$ cat src/sv/ghlc_pkg.sv
// Shared constants, types and a helper function of the Hamming leader clusterer.
`timescale 1ns / 1ps
`default_nettype none

package ghlc_pkg;

  localparam int unsigned MAX_CENTERS = 1024;
  localparam int unsigned IDX_W       = $clog2(MAX_CENTERS);
  localparam int unsigned CNT_W       = $clog2(MAX_CENTERS + 1);
  localparam int unsigned WORD_W      = 64;
  localparam int unsigned NUM_WORDS   = 4;
  localparam int unsigned HASH_W      = WORD_W * NUM_WORDS;
  localparam int unsigned POP_W       = $clog2(WORD_W + 1);
  localparam int unsigned DIST_W      = 9;
  localparam int unsigned CLUSTER_W   = 10;
  localparam logic [DIST_W-1:0] THRESHOLD_RESET = DIST_W'(31);

  typedef enum logic [1:0] {
    ST_IDLE,
    ST_SCAN,
    ST_DELIVER
  } state_e;

  // Commands from the controller to the datapath.
  typedef struct packed {
    logic start;       // capture the hash, rewind the scan
    logic scan;        // issue reads while centres remain
    logic take_match;  // latch the matching centre as the result
    logic take_miss;   // store a new centre or flag a full table
    logic load_out;    // move the result into the output register
  } cmd_t;

  // Status from the datapath to the controller.
  typedef struct packed {
    logic match;       // the centre leaving the pipeline is within reach
    logic scan_done;   // every stored centre compared, pipeline empty
    logic out_free;    // output register can take a result this cycle
  } stat_t;

  // Population count of one word: count each byte, then add the bytes.
  function automatic logic [POP_W-1:0] popcount_word(input logic [WORD_W-1:0] v);
    logic [3:0]       byte_cnt [WORD_W/8];
    logic [POP_W-1:0] sum;
    sum = '0;
    for (int b = 0; b < WORD_W / 8; b++) begin
      byte_cnt[b] = '0;
      for (int k = 0; k < 8; k++) begin
        byte_cnt[b] = byte_cnt[b] + 4'(v[b*8+k]);
      end
    end
    for (int b = 0; b < WORD_W / 8; b++) begin
      sum = sum + POP_W'(byte_cnt[b]);
    end
    return sum;
  endfunction

endpackage

`default_nettype wire

$ cat src/sv/ghlc_ctrl.sv
// Controller state machine: sequences accept, scan, result capture and delivery.
`timescale 1ns / 1ps
`default_nettype none

module ghlc_ctrl (
  input  wire logic          clk_i,
  input  wire logic          rst_ni,
  input  wire logic          in_valid_i,
  output logic               in_stall_o,
  input  wire ghlc_pkg::stat_t stat_i,
  output ghlc_pkg::cmd_t     cmd_o
);
  import ghlc_pkg::*;

  state_e state_q, state_d;

  always_ff @(posedge clk_i or negedge rst_ni) begin
    if (!rst_ni) begin
      state_q <= ST_IDLE;
    end else begin
      state_q <= state_d;
    end
  end

  // Next state.
  always_comb begin
    state_d = state_q;
    unique case (state_q)
      ST_IDLE: begin
        if (in_valid_i) state_d = ST_SCAN;
      end
      ST_SCAN: begin
        if (stat_i.match || stat_i.scan_done) state_d = ST_DELIVER;
      end
      ST_DELIVER: begin
        if (stat_i.out_free) state_d = ST_IDLE;
      end
      default: state_d = ST_IDLE;
    endcase
  end

  // Outputs.
  always_comb begin
    cmd_o      = '0;
    in_stall_o = 1'b1;
    unique case (state_q)
      ST_IDLE: begin
        in_stall_o  = 1'b0;
        cmd_o.start = in_valid_i;
      end
      ST_SCAN: begin
        cmd_o.scan       = 1'b1;
        cmd_o.take_match = stat_i.match;
        cmd_o.take_miss  = !stat_i.match && stat_i.scan_done;
      end
      ST_DELIVER: begin
        cmd_o.load_out = stat_i.out_free;
      end
      default: begin
        cmd_o = '0;
      end
    endcase
  end

endmodule

`default_nettype wire

$ cat config.mk
export PLATFORM = sky130hd
export DESIGN_NAME = ghlc_ctrl
export DESIGN_NICKNAME = d
export VERILOG_FILES = /design/src/sv/ghlc_pkg.sv /design/src/sv/ghlc_ctrl.sv
export SDC_FILE = /design/constraint.sdc
export NUM_CORES = 1
export LEC_CHECK = 0
export ABC_AREA = 1
export ABC_CLOCK_PERIOD_IN_PS = 800
export BUFFER_PORTS_ARGS = -buffer_cell sky130_fd_sc_hd__buf_2
export CORE_AREA = 3 3 40 42
export DETAILED_ROUTE_END_ITERATION = 16
export DIE_AREA = 0 0 43 45
export SLEW_MARGIN = 25
export SYNTH_ARGS = -nofsm -noshare
export SYNTH_HDL_FRONTEND = slang
export SYNTH_SLANG_ARGS = --single-unit
export TNS_END_PERCENT = 100
$ cat constraint.sdc
create_clock -name clk_i -period 0.8 [get_ports clk_i]
set_clock_uncertainty 0.1 [all_clocks]
set_input_delay 0.12 -clock clk_i [delete_from_list [all_inputs] [get_ports clk_i]]
set_output_delay 0.12 -clock clk_i [all_outputs]
set_load 0.005 [all_outputs]
==> results by group <==
STA
  – Rel. slew slack: 90.8%
  – PnR worst setup slack: -0.415 ns
  – RSZ-0062 raised after global routing: true
  – Slew @ Worst Pin: 0.138 ns
  – Crit path time final: 1.22 ns
  – Max frequency: 823 MHz
  – # setup viols final: 8
  – TNS Setup: -2.62 ns
  – Final hold vios: 0
  – Max-slew violations: 0
  – Final worst-path cycle share: 152%

Global routing
  – GR Util All Layers: 5.58%
  – Largest net degree at the start of global routing: 5
  – First-pass GRT wire length: 710 µm
  – Vias in the first global route: 206
  – GRT Residual Overflow: 0
  – Antenna violations before repair: 0

Yosys
  – Warnings, synthesis: 0
  – Seq/Total Area, Yosys: 34.5%
  – Synthesized instance count: 23
  – Register bit total from synthesis: 2
  – Synth cell types: 8
  – Cell area after synthesis: 145 µm²
  – Syn_nets: 29
  – Post-Syn Area per Cell: 6.31 µm²

Min path
  – Worst hold path depth: 4
  – Class of the worst hold path: in2reg
  – Hold path start: stat_i[2]

Route
  – DRC: 0
  – Final wirelength: 428 µm
  – Final ANT Viol Nets: 0
  – DR iter-0 viols: 1
  – Routed WL per cell: 7.64 µm
  – DR vias/cell: 3.55
  – Via Count: 199
  – Wl on met1: 140 µm
  – Uppermost routed layer: met3
  – DRT Pass-1 Iters: 2
  – Metal2 WL: 249 µm
  – Met3 routed WL: 39 µm

Final layout
  – Largest regs: state_q: 2 flops
  – Diodes inserted: 0
  – Footprint of the multi-input gates: 95.1 µm²
  – FF/Latch Area: 50.0 µm²
  – Fillers: 145
  – Share of cells above drive strength 1: 68.3%
  – Final #Nets: 49
  – Syn-to-layout area delta: 114%
  – Biggest register: state_q
  – Max reg flops: 2

Placed design
  – Hpwl dp: 310 µm
  – Routability Congestion: 0.762
  – I/O Buffers: 11

Clocking
  – H-tree depth: 1
  – CTS Buf Count: 3
  – Reg clk slew, reported paths: 0.03 ns
  – CTS sink cnt: 2
  – CTS tree: done
  – CTS max path bufs: 2
  – Clock latency at the later pin of the worst-skew pair: 0.22 ns
  – Clock root buffer: clkbuf_4

Floorplanning
  – Chip Height: 45 µm
  – # rows: 13
  – I/O pins: 12
  – Starting Density: 11.3%
  – Die area: 0.00194 mm²
  – Core ar.: 0.00128 mm²
  – Die Wd: 43 µm

Run
  – Max Cap Viol: 0

Critical path
  – R2R depth: 5
  – Crit path max fanout: 3
  – Setup Crit Path Kind: reg2out
  – Startpoint types: register
  – Crit. End Element: output port
  – FF-to-FF setup slack: -0.17 ns
  – RR Startpoint: state_q[1]
  – WP data required: 0.58 ns
  – Crit path DAT: 1.00 ns
  – Worst setup path start: state_q[0]

Power
  – Leak: 0.000184 µW
  – Cell Pwr Density: 3280 mW/mm²
  – Design Power: 1020 µW
  – Worst ir drop on vdd: 0.000626 V

Outcome
  – Failing checks: setup timing
  – Status: finished, violations left
power breakdown:
group | internal (µW) | switching (µW)
sequential | 148 | 43.0
combinational | 310 | 295
clock | 165 | 55.8
path summary, 6_finish.rpt:
check / end
min reg2reg: state_q[0]
min in group asynchronous: state_q[0]
max in group asynchronous: state_q[1]
min: state_q[0]
max: cmd_o[2]
max reg2reg: state_q[0]
cells by family after synthesis:
family | synth area share (%)
buf+inv | 15.5
flops | 34.5
simple gates | 50.0
layout make-up:
cell class / count / area share (%)
Multi-Input combinational cell: 15 / 30.6
Inverter: 6 / 7.26
Clock buffer: 3 / 7.26
Timing Repair Buffer: 15 / 32.7
Tap cell: 15 / 6.05
Sequential cell: 2 / 16.1
per-layer routing:
metal | vias to the layer above | global-route usage [%]
met4 | 0 | 7.23
li1 | 104 | -
met1 | 89 | 3.86
met3 | 0 | 3.98
met2 | 6 | 8.68
met5 | - | 0
timing repair:
item                       CTS  global route
buffers inserted             2             0
pin swaps                    3             1
hold endpoints to repair     2             0
gates resized for setup      5             3
setup endpoints to repair    8             8
hold buffers                 1             0
per-stage QoR:
step | std cells | instance area (µm²) | util, % | setup WS [ns] | hold WS [ns]
floorplan | 23 | 153 | - | -0.0680 | -0.276
finish | 56 | 310 | 24.1 | -0.415 | 0.0400
global placement | 50 | 234 | 18.2 | -0.206 | -0.194
detailed placement | 50 | 234 | 18.2 | -0.203 | -0.192
global route | 56 | 310 | 24.1 | -0.468 | 0.0638
CTS | 56 | 302 | 23.5 | -0.420 | 0.0361
synth_stat cells:
library cell	number	share of area, %
dfrtp_1	2	34
inv_1	4	10
inv_2	2	5.2
nand2_1	8	21
nand3_1	2	6.9
nor2_1	3	7.8
nor2_4	1	7.8
nor3_2	1	6.9
worst max-delay path, stage by stage, from the launching register on:
cell and delay (ns):
dfrtp_1 0.40, buf_4 0.16, nand2_4 0.07, nor2_2 0.03, buf_2 0.12
cell usage in the layout, fill, tap and decap left out:
| master | count |
|---|---|
| inv_2 | 3 |
| nand3_2 | 1 |
| buf_6 | 3 |
| nand2_1 | 5 |
| nand2_4 | 1 |
| nand2_2 | 2 |
| dlygate4sd3_1 | 1 |
| inv_1 | 3 |
| nor2_2 | 2 |
| buf_2 | 10 |
| nand3_1 | 1 |
| dfrtp_1 | 2 |
| buf_4 | 1 |
| nor2_1 | 1 |
| nor2_4 | 1 |
| clkbuf_4 | 3 |
| nor3_2 | 1 |
Power figures use the tool's default switching activity.
